$ cat src/hw/rtl/mls_pkg.sv
// Shared types, constants and tables of the lag smoother
`timescale 1ns / 1ps
package mls_pkg;

  localparam int Channels = 16;
  localparam int ChW      = 4;
  localparam int SampleW  = 24;
  localparam int LagW     = 16;
  localparam int RateW    = 18;
  localparam int DW       = LagW + RateW;  // lag times rate
  localparam int NumW     = 43;            // dividend and quotient
  localparam int QDepth   = 2;
  localparam int AddrW    = 3;

  localparam logic [NumW-1:0] KQ24 = 43'd2675169848851;  // 16000*log2(1000) in Q24
  localparam logic [RateW-1:0] RateReset = 18'd48000;
  localparam logic [AddrW-1:0] RegRateAddr = 3'd0;
  localparam logic [23:0] AMax = 24'hFFFFFF;

  typedef struct packed {
    logic               rst;   // reset request word
    logic               dzero; // lag times rate is zero
    logic [ChW-1:0]     ch;
    logic [SampleW-1:0] x;
    logic [DW-1:0]      d;
  } item_t;

  // 2^(-k/16) in Q24
  function automatic logic [24:0] exp2_tab(input logic [4:0] k);
    logic [24:0] v;
    case (k)
      5'd0:    v = 25'd16777216;
      5'd1:    v = 25'd16065917;
      5'd2:    v = 25'd15384775;
      5'd3:    v = 25'd14732511;
      5'd4:    v = 25'd14107901;
      5'd5:    v = 25'd13509772;
      5'd6:    v = 25'd12937002;
      5'd7:    v = 25'd12388516;
      5'd8:    v = 25'd11863283;
      5'd9:    v = 25'd11360319;
      5'd10:   v = 25'd10878679;
      5'd11:   v = 25'd10417458;
      5'd12:   v = 25'd9975792;
      5'd13:   v = 25'd9552851;
      5'd14:   v = 25'd9147842;
      5'd15:   v = 25'd8760003;
      5'd16:   v = 25'd8388608;
      default: v = 25'd8388608;
    endcase
    return v;
  endfunction

endpackage

$ cat src/hw/rtl/mls_queue.sv
// Short FIFO between front and back end
`timescale 1ns / 1ps
module mls_queue (
  input  logic           clk_i,
  input  logic           rst_ni,
  input  logic           push_i,
  output logic           push_ready_o,
  input  mls_pkg::item_t item_i,
  output logic           pop_valid_o,
  input  logic           pop_i,
  output mls_pkg::item_t item_o
);

  localparam int PtrW = (mls_pkg::QDepth > 1) ? $clog2(mls_pkg::QDepth) : 1;
  localparam int CntW = $clog2(mls_pkg::QDepth + 1);

  mls_pkg::item_t mem_q [mls_pkg::QDepth];
  logic [PtrW-1:0] wr_q, wr_d, rd_q, rd_d;
  logic [CntW-1:0] cnt_q, cnt_d;
  logic do_push, do_pop;

  assign push_ready_o = (cnt_q != CntW'(mls_pkg::QDepth));
  assign pop_valid_o  = (cnt_q != '0);
  assign item_o       = mem_q[rd_q];
  assign do_push      = push_i && push_ready_o;
  assign do_pop       = pop_i && pop_valid_o;

  function automatic logic [PtrW-1:0] inc(input logic [PtrW-1:0] p);
    return (p == PtrW'(mls_pkg::QDepth - 1)) ? '0 : p + 1'b1;
  endfunction

  always_comb begin
    wr_d  = do_push ? inc(wr_q) : wr_q;
    rd_d  = do_pop ? inc(rd_q) : rd_q;
    cnt_d = cnt_q + CntW'(do_push) - CntW'(do_pop);
  end

  always_ff @(posedge clk_i or negedge rst_ni) begin
    if (!rst_ni) begin
      wr_q  <= '0;
      rd_q  <= '0;
      cnt_q <= '0;
    end else begin
      wr_q  <= wr_d;
      rd_q  <= rd_d;
      cnt_q <= cnt_d;
    end
  end

  always_ff @(posedge clk_i) begin
    if (do_push) mem_q[wr_q] <= item_i;
  end

endmodule

$ cat config.mk
export PLATFORM = sky130hd
export DESIGN_NAME = mls_queue
export DESIGN_NICKNAME = d
export VERILOG_FILES = /design/src/hw/rtl/mls_pkg.sv /design/src/hw/rtl/mls_queue.sv
export SDC_FILE = /design/constraint.sdc
export NUM_CORES = 1
export LEC_CHECK = 0
export BUFFER_PORTS_ARGS = -buffer_cell sky130_fd_sc_hd__buf_2
export CELL_PAD_IN_SITES_DETAIL_PLACEMENT = 0
export CELL_PAD_IN_SITES_GLOBAL_PLACEMENT = 1
export CORE_ASPECT_RATIO = 1.5
export CORE_MARGIN = 4
export CORE_UTILIZATION = 47
export DETAILED_ROUTE_END_ITERATION = 6
export PLACE_DENSITY = 0.88
export SYNTH_ARGS = -nofsm -noshare
export SYNTH_HDL_FRONTEND = slang
export SYNTH_SLANG_ARGS = --single-unit
$ cat constraint.sdc
create_clock -name clk_i -period 10.4 [get_ports clk_i]
set_clock_uncertainty 0.2 [all_clocks]
set_input_delay 0.52 -clock clk_i [delete_from_list [all_inputs] [get_ports clk_i]]
set_output_delay 0.52 -clock clk_i [all_outputs]
set_load 0.05 [all_outputs]
==> key figures <==
Run status
  • Status: finished clean

Yosys
  • Seq/Total Area, Yosys: 0.813
  • Post-synthesis cell type count: 19
  • Yosys reg bits: 132
  • Area leader, netlist: edfxtp_1
  • Post-synthesis cell area: 4850 µm²
  • Synth Net Count: 290
  • Area share of the leading cell type in the synthesized netlist: 0.792
  • Synth Instances: 221
  • Mean Syn Cell Area: 22.0 µm²
  • Synth area leaders: edfxtp_1 79%, mux2_2 15%, dfrtp_1 2.1%, buf_6 1.2%, xnor2_1 0.54%
  • Ys Warns: 0

Global route
  • Vias in the first global route: 2,778
  • Pin count of the biggest net entering global routing: 66
  • GR Util All Layers: 0.149
  • Initial antenna violation count: 3
  • First-pass GRT wire length: 13,400 µm
  • GR Overflow Total: 0

Critical path
  • CP Buf/Inv Count: 2
  • WP data arrival: 2.07 ns
  • Endpoint type of the worst setup path: primary output
  • Crit-path cells: buf_4 -> mux2_2 -> buf_2
  • Crit path required time: 9.68 ns
  • WS Path Type: flip-flop to primary output
  • Startpoint Class: flip-flop
  • CP delay by family, top: buffers and inverters
  • Slowest cell on crit path: buf_4
  • Crit path largest cell delay: 0.65 ns
  • CP Max Fanout: 65

Floorplan
  • Die W: 91.0 µm
  • Die area: 12,000 µm²
  • Rows: 45
  • I/O pin count: 134
  • Core area: 10,100 µm²
  • Initial core utilization: 0.479
  • Die height: 132 µm

Hold path
  • Hold crit path type: input port to flip-flop

Clock network
  • H-tree Lvls: 4
  • Clk root buf: clkbuf_16
  • Max clock buf depth: 2
  • Resize count post-CTS: 0
  • Clk sink count: 132
  • Clock Latency Late Sink: 0.40 ns
  • CTS tree: done
  • Clk slew on worst S/H paths: 0.06 ns
  • CTS buffer count: 17

Placement
  • Placed Area: 5630 µm²
  • Final HPWL DP: 5450 µm
  • Port Buf Inserts: 133
  • GPL Wtd Cong: 0.692

Layout
  • Share of layout cells above drive strength 1: 0.611
  • Final Cell Area: 6260 µm²
  • Commonest non-fill, non-tap cell in the layout: buf_2
  • Most frequent cells in the layout: 133 x buf_2, 128 x edfxtp_1, 64 x mux2_2
  • Area growth, synth to finish: 28.9%
  • Final #Nets: 439
  • FILL cells: 729
  • Multi-input gate area: 848 µm²
  • Storage cell area: 3950 µm²

Drt
  • Drc violations: 0
  • Routed length per instance: 17.1 µm
  • DR pass1 iterations: 4
  • Detailed-route vias per instance: 4.94
  • Final WL: 8570 µm
  • Antenna viol nets, final: 0
  • Vias: 2,476
  • Starting DRT DRC Count: 104

Timing
  • Max Clk Rate: 359 MHz
  • Fin. max-slew vios: 0
  • Final setup violation count: 0
  • Crit path time final: 2.79 ns
  • Hold Vio Cnt, Final: 0
  • Worst rel slew slack: 0.426
  • Unrepaired setup endpoints after global routing: no
  • Setup_tns: 0 ns
  • Least-Margin Pin Slew: 0.861 ns
  • Ratio of final minimum period to clock period: 0.268

Run
  • Maxcap violations: 0

Power
  • P_leak: 2.37 nW
  • P per Cell Area: 352 nW/µm²
  • Max VDD drop: 0.213 mV
==> path summary, 6_finish.rpt <==
check | startpoint | end | slack (ns) | cells after the start
max | rd_q$_DFFE_PN0P_ | item_o[53] | 7.61 | 3
min | item_i[48] | mem_q[0][48]$_DFFE_PP_ | 0.11 | 1
max reg2reg | cnt_q[0]$_DFF_PN0_ | mem_q[0][53]$_DFFE_PP_ | 8.28 | 4
min reg2reg | wr_q$_DFFE_PN0P_ | wr_q$_DFFE_PN0P_ | 0.35 | 1
max in group asynchronous | rst_ni | rd_q$_DFFE_PN0P_ | 9.61 | 2
min in group asynchronous | rst_ni | cnt_q[0]$_DFF_PN0_ | 0.25 | 2
==> synthesized netlist by cell type, drive strengths merged <==
library cell / count
nand2b: 1
o21ai: 1
ha: 1
or2: 1
nor2: 3
dfrtp: 4
buf: 7
nand2: 2
and3: 1
a32oi: 1
xnor2: 3
a211oi: 1
edfxtp: 128
a21bo: 1
mux2: 64
nand3: 1
nor2b: 1
==> where the power goes <==
group / internal [W] / leakage [nW] / switching (W)
combinational: 0.000223 / 0.843 / 0.000614
clock: 0.000399 / 0.289 / 0.000207
sequential: 0.000730 / 1.24 / 0.0000302
total: 0.00135 / 2.37 / 0.000851
==> what timing repair did <==
| action | CTS | global route |
|---|---|---|
| hold buffers | 1 | 0 |
| buffers inserted | 0 | 0 |
| hold endpoints to repair | 4 | 0 |
| setup endpoints to repair | 0 | 0 |
==> cells by family (layout without fill, tap and decap cells) <==
family                   count (synthesis)  count (layout)  share of synthesized area
AO/OA/AOI/OAI                            4               4                    0.00645
XOR/XNOR                                 3               3                    0.00542
adder cells (fa/ha/maj)                  1               1                    0.00258
buffers and inverters                    7             169                     0.0142
flip-flops                             132             132                      0.813
multiplexers                            64              64                      0.149
other                                    0               1                          0
AND/OR/NAND/NOR                         10              10                     0.0101
==> per-stage QoR <==
step                       util  hold slack (ns)  total power [W]  cells  setup WS, ns
after floorplan               -           0.0244          0.00146    221          5.97
after global placement    0.555            0.129          0.00161    467          8.02
after detailed placement  0.555            0.132          0.00162    467          8.01
after CTS                 0.617           0.0819          0.00223    500          7.56
after global routing      0.617           0.0799          0.00230    501          7.52
final                     0.617            0.107          0.00220    501          7.61
==> sequential cells by signal, summed over array words and instances (netlist names) <==
register  cells
cnt_q         2
wr_q          1
rd_q          1
mem_q       128
==> routing by layer <==
| layer | vias up | GRT usage | wire length (µm) |
|---|---|---|---|
| li1 | 1179 | - | - |
| met1 | 1197 | 0.147 | 3070 |
| met2 | 82 | 0.268 | 4820 |
| met3 | 14 | 0.0529 | 501 |
| met4 | 4 | 0.0780 | 158 |
| met5 | - | 0 | 21 |
==> area by class of cell <==
| cell class | count | area share |
|---|---|---|
| Clock buffer | 18 | 0.0686 |
| Tap cell | 117 | 0.0234 |
| Antenna cell | 1 | 0.000400 |
| Multi-Input combinational cell | 82 | 0.136 |
| Sequential cell | 132 | 0.631 |
| Clock inverter | 14 | 0.0298 |
| Timing Repair Buffer | 137 | 0.112 |
No activity file was read; power rests on OpenSTA's default activity.
