==> src/hw/rtl/mls_pkg.sv <==
// Shared types, constants and tables of the lag smoother
`timescale 1ns / 1ps
package mls_pkg;

  localparam int Channels = 16;
  localparam int ChW      = 4;
  localparam int SampleW  = 24;
  localparam int LagW     = 16;
  localparam int RateW    = 18;
  localparam int DW       = LagW + RateW;  // lag times rate
  localparam int NumW     = 43;            // dividend and quotient
  localparam int QDepth   = 2;
  localparam int AddrW    = 3;

  localparam logic [NumW-1:0] KQ24 = 43'd2675169848851;  // 16000*log2(1000) in Q24
  localparam logic [RateW-1:0] RateReset = 18'd48000;
  localparam logic [AddrW-1:0] RegRateAddr = 3'd0;
  localparam logic [23:0] AMax = 24'hFFFFFF;

  typedef struct packed {
    logic               rst;   // reset request word
    logic               dzero; // lag times rate is zero
    logic [ChW-1:0]     ch;
    logic [SampleW-1:0] x;
    logic [DW-1:0]      d;
  } item_t;

  // 2^(-k/16) in Q24
  function automatic logic [24:0] exp2_tab(input logic [4:0] k);
    logic [24:0] v;
    case (k)
      5'd0:    v = 25'd16777216;
      5'd1:    v = 25'd16065917;
      5'd2:    v = 25'd15384775;
      5'd3:    v = 25'd14732511;
      5'd4:    v = 25'd14107901;
      5'd5:    v = 25'd13509772;
      5'd6:    v = 25'd12937002;
      5'd7:    v = 25'd12388516;
      5'd8:    v = 25'd11863283;
      5'd9:    v = 25'd11360319;
      5'd10:   v = 25'd10878679;
      5'd11:   v = 25'd10417458;
      5'd12:   v = 25'd9975792;
      5'd13:   v = 25'd9552851;
      5'd14:   v = 25'd9147842;
      5'd15:   v = 25'd8760003;
      5'd16:   v = 25'd8388608;
      default: v = 25'd8388608;
    endcase
    return v;
  endfunction

endpackage

==> src/hw/rtl/mls_front.sv <==
// Front end: accepts words, drops bad channels, forms lag times rate
`timescale 1ns / 1ps
module mls_front (
  input  logic                        clk_i,
  input  logic                        rst_ni,
  input  logic                        in_valid_i,
  output logic                        in_ready_o,
  input  logic                        opcode_i,
  input  logic [mls_pkg::ChW-1:0]     channel_i,
  input  logic [mls_pkg::SampleW-1:0] sample_i,
  input  logic [mls_pkg::LagW-1:0]    lag_i,
  input  logic [mls_pkg::RateW-1:0]   rate_i,
  output logic                        push_o,
  input  logic                        push_ready_i,
  output mls_pkg::item_t              item_o
);

  logic           valid_q, valid_d;
  mls_pkg::item_t item_q, item_d;
  logic           take, keep;
  logic [mls_pkg::DW-1:0] d;

  assign push_o     = valid_q;
  assign item_o     = item_q;
  assign in_ready_o = !valid_q || push_ready_i;
  assign take       = in_valid_i && in_ready_o;
  // reset words always go on; samples only for channels that exist
  assign keep = opcode_i ||
                ({1'b0, channel_i} < (mls_pkg::ChW + 1)'(mls_pkg::Channels));
  assign d    = mls_pkg::DW'(lag_i) * mls_pkg::DW'(rate_i);

  always_comb begin
    valid_d = valid_q;
    item_d  = item_q;
    if (valid_q && push_ready_i) valid_d = 1'b0;
    if (take) begin
      valid_d      = keep;
      item_d.rst   = opcode_i;
      item_d.ch    = channel_i;
      item_d.x     = sample_i;
      item_d.d     = d;
      item_d.dzero = (d == '0);
    end
  end

  always_ff @(posedge clk_i or negedge rst_ni) begin
    if (!rst_ni) begin
      valid_q <= 1'b0;
    end else begin
      valid_q <= valid_d;
    end
  end

  always_ff @(posedge clk_i) begin
    item_q <= item_d;
  end

endmodule

==> config.mk <==
export PLATFORM = sky130hd
export DESIGN_NAME = mls_front
export DESIGN_NICKNAME = d
export VERILOG_FILES = /design/src/hw/rtl/mls_pkg.sv /design/src/hw/rtl/mls_front.sv
export SDC_FILE = /design/constraint.sdc
export NUM_CORES = 1
export LEC_CHECK = 0
export BUFFER_PORTS_ARGS = -buffer_cell sky130_fd_sc_hd__buf_2
export CORE_AREA = 2 2 210 191
export DETAILED_ROUTE_END_ITERATION = 16
export DIE_AREA = 0 0 212 193
export SYNTH_ARGS = -nofsm -noshare
export SYNTH_HDL_FRONTEND = slang
export SYNTH_SLANG_ARGS = --single-unit
==> constraint.sdc <==
create_clock -name clk_i -period 2.4 [get_ports clk_i]
set_input_delay 0.24 -clock clk_i [delete_from_list [all_inputs] [get_ports clk_i]]
set_output_delay 0.24 -clock clk_i [all_outputs]
set_load 0.05 [all_outputs]
==> results of run 1 <==
## synth_stat cells (3+ instances only)
master | instances | area [um2]
a211oi_1 | 4 | 30.03
a21boi_0 | 3 | 22.52
a21o_1 | 13 | 97.59
a21oi_1 | 25 | 125.1
a31oi_1 | 4 | 25.02
and2_1 | 133 | 832.1
buf_2 | 3 | 15.01
clkbuf_1 | 39 | 146.4
edfxtp_1 | 64 | 1922
fa_1 | 222 | 4444
ha_1 | 106 | 1326
inv_1 | 246 | 923.4
nand2_1 | 174 | 653.1
nand2b_1 | 4 | 25.02
nand3_1 | 9 | 45.04
nand4_1 | 5 | 31.28
nor2_1 | 24 | 90.09
nor2b_1 | 3 | 18.77
nor3_1 | 4 | 20.02
o211ai_1 | 5 | 37.54
o21ai_0 | 13 | 65.06
o21bai_1 | 3 | 22.52
o31ai_1 | 3 | 22.52
xnor2_1 | 14 | 122.6
xor2_1 | 14 | 122.6
## cell usage in the layout, fill, tap and decap left out, types with 6 or more instances in the layout
cell type and count:
a21o_1 12, a21oi_1 13, a21oi_2 10, and2_1 110, and2_4 23, buf_12 19, buf_2 101, buf_4 176
buf_6 60, clkbuf_16 9, edfxtp_1 64, fa_1 209, fa_2 13, ha_1 86, ha_4 17, inv_1 222
inv_2 24, nand2_1 163, nand2_2 7, nor2_1 17, o21ai_2 6, xnor2_2 7, xor2_1 6, xor2_2 8
## final timing paths
path | end | cells after the start
min in group asynchronous | push_o$_DFFE_PN0P_ | 2
min reg2reg | push_o$_DFFE_PN0P_ | 2
min | item_o[55]$_DFFE_PP_ | 1
max reg2reg | item_o[54]$_DFFE_PP_ | 3
max in group asynchronous | push_o$_DFFE_PN0P_ | 2
max | item_o[62]$_DFFE_PP_ | 21
## routing by layer
layer / GRT usage, % / up-vias / share of wire [%]
li1: - / 4238 / -
met3: 1.587 / 23 / 5.0
met2: 27.55 / 230 / 50
met1: 20.35 / 4576 / 44
met5: 0 / - / 0
met4: 2.600 / 0 / 1.1
## stage by stage
step           TNS [ps]  hold WS [ps]
6_report         -80830         95.82
5_1_grt          -85140         79.95
4_1_cts          -79300         82.29
3_5_place_dp     -93750         15.14
3_3_place_gp     -93460         14.69
2_1_floorplan    -71790        -55.59
## worst reg2reg max path, delay by kind of cell (launching register included)
| family | cells | cell delay [ps] |
|---|---|---|
| buffers and inverters | 1 | 280 |
| flip-flops | 1 | 370 |
| AND/OR/NAND/NOR | 2 | 610 |
## registers in the layout, indices dropped and copies added, names as in the netlist
| signal | count |
|---|---|
| item_o | 64 |
| push_o | 1 |
## cell type report
class                      count  area share (%)
tap                          532           4.101
inverter                     246           5.689
clock buffer                   9           1.387
timing repair buffer         360           18.10
clock inverter                 7          0.4317
multi-input combinational    819           58.30
sequential                    65           11.99
## cells by family after synthesis
kind of cell / count (synthesis) / synth area share [%]
AO/OA/AOI/OAI: 88 / 5.135
XOR/XNOR: 28 / 2.128
adder cells (fa/ha/maj): 328 / 50.07
buffers and inverters: 290 / 9.500
flip-flops: 65 / 16.89
multiplexers: 1 / 0.08686
AND/OR/NAND/NOR: 374 / 16.19
## what timing repair did
item                       CTS  global route
setup endpoints to repair   31            31
buffers inserted            30            20
hold endpoints to repair     1             0
pin swaps                   91            58
hold buffers                 1             0
gates resized for setup    206            59
==> metrics, run 1 <==
Cells after Synth 1174; largest net degree at the start of global routing 35; nets@finish 1896; critical path class in -> reg; failing checks negative setup slack; critical path's most frequent cell fa_1; worst path bufs/invs 4; Cell Area, Synth 0.01152 mm2; GRT overflow 0; I/O pin cnt 133; share of cells above drive strength 1 36.06%; setup slack after layout -3683 ps; Max Freq 164.4 MHz; flip-flop and latch area 0.001947 mm2; Inst Count DP 1989; first-pass GRT wire length 50.13 mm; hpwl dp 25.98 mm; delay-heaviest family, CP adder cells; initial antenna violation count 0; Setup crit start kind primary input; Final Hold Fails 0; vias in the first global route 9918; CTS tree done; Worst path slowest cell fa_1; Final Wtd Congestion 0.8541; port buffer count 132; R2R setup slack 850 ps; CTS H-tree lvls 3; sequential element share of the synthesized area 16.89%; top_reg_cell synth edfxtp_1; Cell variety after synth 54; Critical Path RT 2580 ps; gr usage total 15.36%; Tmin final 6083 ps; clock net sink count 65; RSZ-0062 raised after global routing true; first drt pass iteration count 5; final WL 30.14 mm; Core Rows 69; Rel. slew slack 61.52%; Arr. time, crit path 6260 ps; YS warnings 0; Max Cap Viol 0; dpl cell area 0.01463 mm2; syn_area_per_cell 9.817 um2; FF-to-FF Start push_o$_DFFE_PN0P_; Final period util 253.5%; multi-input logic area 0.009463 mm2; Setup-failing EPs final 31; DR WL/cell 14.79 um; TritonCTS Buffers 9; Synth Net Count 1569; DP Worst Slack -4116 ps; CTS clk-pin slew, worst paths 60 ps; Syn-to-layout area delta 40.84%; design area 0.01623 mm2; Async SR Flop Fraction 1.538%; crit end category flip-flop; FILL cells 3755; hold path startpoint sample_i[21]; Antenna Cells 0; initial DRC count 486; Post-synth EDFFs 64; crit path max fanout 11; worst skew pair latency 310 ps; initial core utilization 29.60%; DRC 0; final std cells w/o fill 2038; Die Ht 193 um; Root Buffer clkbuf_16; min-delay worst type in -> reg; Die X 212 um; Final Slew Violations 0; measured slew at the worst slew-check pin 571.2 ps; Clock Path Buffers 2; Critical Path Source rate_i[4]; Vias 9067; DR vias/cell 4.449; final core occ 41.69%; DIE AREA 0.04092 mm2; synthesized flop and latch total 65; Antenna Nets Post-Route 0; CP peak stage delay 570 ps; Clock Skew 3.209 ps; CP cell instances buf_12 > buf_6 > and2_4 > fa_1 > fa_1 > fa_1 > fa_1 > fa_1 > inv_2 > fa_1 > inv_2 > ha_4 > a21oi_2 > o21ai_2 > mux2i_2 > or4b_1 > or4_1 > nor4_2 > nand4b_1 > nor4b_2 > and4bb_1; run status finished with violations; Placeable Area 0.03894 mm2
Power of run 1 is not shown: default switching activity piles up to over one toggle a cycle in this logic, so the estimate is an artifact.
==> inputs of run 2 (changes only) <==
Settings changed: CORE_AREA 2 2 210 191 to 2 2 147 149, DIE_AREA 0 0 212 193 to 0 0 149 151, PLACE_DENSITY from default to 0.79.
==> run 2 against run 1 <==
  * The flow still finishes with violations (negative setup slack)
  * Fmax fell by 3.1%
  * Cell count decreased by 12%
  * Sequential share of layout area rose by 0.11 points
  * Routed wire length is 29% higher
  * Clock skew grew 5.5 ps
  * Critical path type unchanged
  * Largest cell class unchanged
==> metrics, run 2 (synthesis gave the netlist of run 1 again) <==
run status finished with violations; failing checks negative setup slack; crit end category flip-flop; Max Freq 159.4 MHz (-3.1%); Final Wtd Congestion 0.8855 (+3.7%); Max Cap Viol 0 (unchanged); most frequent cells in the layout inv_1 (222), fa_1 (208), buf_4 (183); CTS H-tree lvls 3 (unchanged); I/O pin cnt 133 (unchanged); Root Buffer clkbuf_16; CP peak stage delay 560 ps (about the same); Inst Count DP 1718 (-14%); most common cell after layout, fill and taps aside inv_1; Die Ht 151 um (-22%); setup slack after layout -3876 ps (-192.6 ps); first-pass GRT wire length 53.76 mm (+7.2%); min-delay worst type in -> reg; met2 wire len 20.48 mm (+36%); Worst path slowest cell fa_1; critical path class in -> reg; DR vias/cell 5.825 (+31%); Die X 149 um (-30%); DIE AREA 0.02250 mm2 (-45%); initial antenna violation count 0 (unchanged); Clock Path Buffers 2 (unchanged); RSZ-0062 raised after global routing true; worst skew pair latency 340 ps (+30 ps); initial DRC count 878 (+81%); Critical Path RT 2500 ps (-80 ps); GRT overflow 0 (unchanged); delay-heaviest family, CP adder cells; dpl cell area 0.01421 mm2 (-2.9%); Rel. slew slack 43.21% (-18 points); final WL 38.81 mm (+29%); Tmin final 6276 ps (+192.6 ps); CTS clk-pin slew, worst paths 60 ps (about the same); worst path bufs/invs 10 (+6); max FFs per register 64 (unchanged); nets@finish 1905 (+0.47%); DR WL/cell 21.68 um (+47%); initial core utilization 55.35% (+26 points); port buffer count 132 (unchanged); Antenna Nets Post-Route 0 (unchanged); vias in the first global route 11060 (+11%); final std cells w/o fill 1790 (-12%); Final Hold Fails 0 (unchanged); critical path's most frequent cell fa_1; Placeable Area 0.02082 mm2 (-47%); Vias 10430 (+15%); Final period util 261.5% (+8.0 points); gr usage total 30.67% (+15 points); Arr. time, crit path 6370 ps (+110 ps); hpwl dp 23.77 mm (-8.5%); TritonCTS Buffers 9 (unchanged); DRC 0 (unchanged); largest net degree at the start of global routing 65 (+86%); met3 WL post-DR 2.749 mm (+84%); CTS tree done; crit path max fanout 4 (-7); measured slew at the worst slew-check pin 851.8 ps (+280.6 ps); first drt pass iteration count 7 (+2); Clock Skew 8.730 ps (+5.521 ps); design area 0.01609 mm2 (-0.89%); clock net sink count 65 (unchanged); Core Rows 53 (-23%); share of cells above drive strength 1 37.89% (+1.8 points); Setup crit start kind primary input; Final Slew Violations 0 (unchanged); highest routed layer met4; met1 WL 12.81 mm (-3.5%); Antenna Cells 0 (unchanged); Setup-failing EPs final 31 (unchanged); Syn-to-layout area delta 39.58%
run 2: area by class of cell:
cell class / instances / area [um2]
multi-input cells: 819 / 9593
repair buffers: 369 / 2940
fillers: 1150 / 4736
inverters: 246 / 928.4
clock buffers: 9 / 225.2
clock inverters: 7 / 108.9
well taps: 275 / 344.1
flip-flops and latches: 65 / 1947
run 2: what timing repair did:
action / 4_1_cts / 5_1_grt
buffers inserted: 43 / 25
setup endpoints to repair: 31 / 31
hold buffers: 1 / 0
pin swaps: 77 / 92
gates resized for setup: 181 / 93
hold endpoints to repair: 1 / 0
run 2: final timing paths:
kind | from | to | slack, ps | cells past startpoint
min in group asynchronous | rst_ni | push_o$_DFFE_PN0P_ | 230 | 2
worst max-delay path | rate_i[8] | item_o[62]$_DFFE_PP_ | -3880 | 27
max in group asynchronous | rst_ni | push_o$_DFFE_PN0P_ | 2090 | 2
worst max register to register | push_o$_DFFE_PN0P_ | item_o[33]$_DFFE_PP_ | 740 | 2
worst min-delay path | channel_i[3] | item_o[61]$_DFFE_PP_ | 70 | 1
worst min register to register | push_o$_DFFE_PN0P_ | push_o$_DFFE_PN0P_ | 600 | 2
run 2: metal layers:
metal / track usage [%] / vias to the layer above
li1: - / 4272
met1: 34.65 / 5187
met2: 57.53 / 705
met3: 4.518 / 262
met4: 13.52 / 0
met5: 0 / -
run 2: through the flow:
stage | utilization (%) | TNS [ps] | worst slack, ps | hold WS (ps)
2_1_floorplan | - | -71790 | -3441 | -55.59
3_3_place_gp | 68.23 | -90480 | -3852 | 15.00
3_5_place_dp | 68.23 | -92760 | -4024 | 15.05
4_1_cts | 74.57 | -77750 | -3511 | 71.93
5_1_grt | 77.26 | -90770 | -4124 | 66.06
6_report | 77.26 | -87170 | -3876 | 66.34
run 2: worst register-to-register path, cell delays in order, from the launching register on:
cell	delay, ps
dfrtp_1	390
nand2b_1	150
and2_4	740
Power of run 2 is left out for the same reason.
==> inputs of run 3 (changes only) <==
Settings changed: ABC_CLOCK_PERIOD_IN_PS from default to 2400, REMOVE_ABC_BUFFERS from default to 1.
==> run 3 against run 2 <==
  * The run still ends with negative setup slack left
  * Count of clock-buffer cells in the layout increased by 2
  * First-iteration DRC count increased by 64%
  * Global-route usage rose by 4.5 points
  * Sequential share of layout area grew 0.17 points
  * Worst setup slack worse by 740 ps
  * Non-clock buffer count shrank 32
  * Core utilization fell by 1.1 points
  * Cell area decreased by 1.4%
  * Critical path depth down 4
  * Highest routed layer is now met5
==> metrics, run 3 (synthesis gave the netlist of run 1 again) <==
run status finished with violations; failing checks negative setup slack; Final Slew Violations 0 (unchanged); DP Worst Slack -4191 ps (-166.7 ps); hold path startpoint sample_i[1]; worst skew pair latency 340 ps (about the same); initial core utilization 55.35% (unchanged); DR vias/cell 6.336 (+8.8%); Core Rows 53 (unchanged); initial DRC count 1444 (+64%); DRC 0 (unchanged); min-delay worst type in -> reg; vias in the first global route 11580 (+4.7%); FF-to-FF Start push_o$_DFFE_PN0P_; Max Cap Viol 0 (unchanged); Max Freq 142.5 MHz (-11%); gr usage total 35.19% (+4.5 points); hpwl dp 24.62 mm (+3.6%); Final Wtd Congestion 0.8942 (+0.98%); Placeable Area 0.02082 mm2 (unchanged); RSZ-0062 raised after global routing true; measured slew at the worst slew-check pin 613.2 ps (-238.6 ps); CTS H-tree lvls 3 (unchanged); port buffer count 132 (unchanged); CP cell instances buf_4 > and2_4 > fa_1 > inv_1 > fa_1 > inv_1 > fa_1 > fa_1 > fa_1 > inv_1 > fa_1 > inv_2 > ha_4 > buf_4 > nand4_1 > nand2_1 > mux2i_1 > or4b_4 > or4_4 > nor4_4 > nand4b_1 > nor4b_2 > and4bb_1; critical path class in -> reg; Inst Count DP 1705 (-0.76%); most frequent cells in the layout inv_1 (224), fa_1 (208), nand2_1 (169); Arr. time, crit path 7210 ps (+840 ps); Syn-to-layout area delta 37.60%; Final Hold Fails 0 (unchanged); Die Ht 151 um (unchanged); nets@finish 1873 (-1.7%); first-pass GRT wire length 60.28 mm (+12%); DIE AREA 0.02250 mm2 (unchanged); Setup-failing EPs final 31 (unchanged); CTS clk-pin slew, worst paths 60 ps (about the same); Worst path slowest cell or4_4; most common cell after layout, fill and taps aside inv_1; WP depth 23 (-15%); crit end category flip-flop; first drt pass iteration count 9 (+2); Endpoint, Worst Hold item_o[35]$_DFFE_PP_; final WL 49.03 mm (+26%); max FFs per register 64 (unchanged); largest net degree at the start of global routing 49 (-25%); I/O pin cnt 133 (unchanged); crit path max fanout 9 (+5); endpoint of the lowest-slack register-to-register path item_o[45]$_DFFE_PP_; Rel. slew slack 58.92% (+16 points); setup_tns -98350 ps (-11170 ps); Die X 149 um (unchanged); worst-case reg-to-reg path depth 3 (+1); clock net sink count 65 (unchanged); R2R setup slack 750 ps (about the same); Clock Path Buffers 2 (unchanged); critical path's most frequent cell fa_1; delay-heaviest family, CP adder cells; Tmin final 7018 ps (+742.2 ps); GRT overflow 0 (unchanged); TritonCTS Buffers 9 (unchanged); worst hold stages 1 (unchanged); setup slack after layout -4618 ps (-742.2 ps); Clock Skew 11.45 ps (+2.724 ps); Critical Path RT 2590 ps (+90 ps); CTS tree done; worst path bufs/invs 6 (-4); Setup crit start kind primary input; initial antenna violation count 4 (+4); Final period util 292.4% (+31 points); Antenna Nets Post-Route 0 (unchanged); final std cells w/o fill 1761 (-1.6%); Root Buffer clkbuf_16; DR WL/cell 27.84 um (+28%); CP peak stage delay 650 ps (+90 ps); share of cells above drive strength 1 35.87% (-2.0 points); Vias 11160 (+7.0%)
## run 3: area by class of cell
| cell class | instances | area, um2 |
|---|---|---|
| inverters | 246 | 923.4 |
| repair buffers | 337 | 2683 |
| well taps | 275 | 344.1 |
| fillers | 1107 | 4965 |
| flip-flops and latches | 65 | 1947 |
| clock inverters | 5 | 80.08 |
| clock buffers | 11 | 242.7 |
| diodes | 3 | 7.507 |
| multi-input cells | 819 | 9630 |
## run 3: repair_timing
item | CTS | global route
gates cloned | 0 | 1
pin swaps | 91 | 68
buffers inserted | 22 | 20
resized for setup | 268 | 85
endpoints found under the hold margin | 1 | 0
setup endpoints to repair | 31 | 31
hold buffers | 1 | 0
## run 3: how the worst max path moves through the flow
stage | startpoint | end | slack (ps)
global placement | lag_i[1] | item_o[62]$_DFFE_PP_ | -4170
floorplan | lag_i[4] | item_o[62]$_DFFE_PP_ | -3580
finish | rate_i[12] | item_o[62]$_DFFE_PP_ | -4620
CTS | rate_i[7] | item_o[62]$_DFFE_PP_ | -3560
global route | rate_i[16] | item_o[62]$_DFFE_PP_ | -4820
detailed placement | rate_i[5] | item_o[62]$_DFFE_PP_ | -4190
## run 3: through the flow
stage	hold slack (ps)	area (um2)	util [%]
2_1_floorplan	-55.59	11350	-
5_1_grt	69.27	15850	76.13
3_5_place_dp	15.68	13660	65.59
6_report	75.20	15860	76.16
4_1_cts	78.25	15350	73.72
3_3_place_gp	14.83	13660	65.59
## run 3: layer usage
layer | global-route usage, % | share of wire, %
met1 | 39.03 | 28
met2 | 61.41 | 44
met3 | 7.259 | 15
met4 | 23.48 | 12
met5 | 0 | 0.75
Power of run 3 is left out for the same reason.
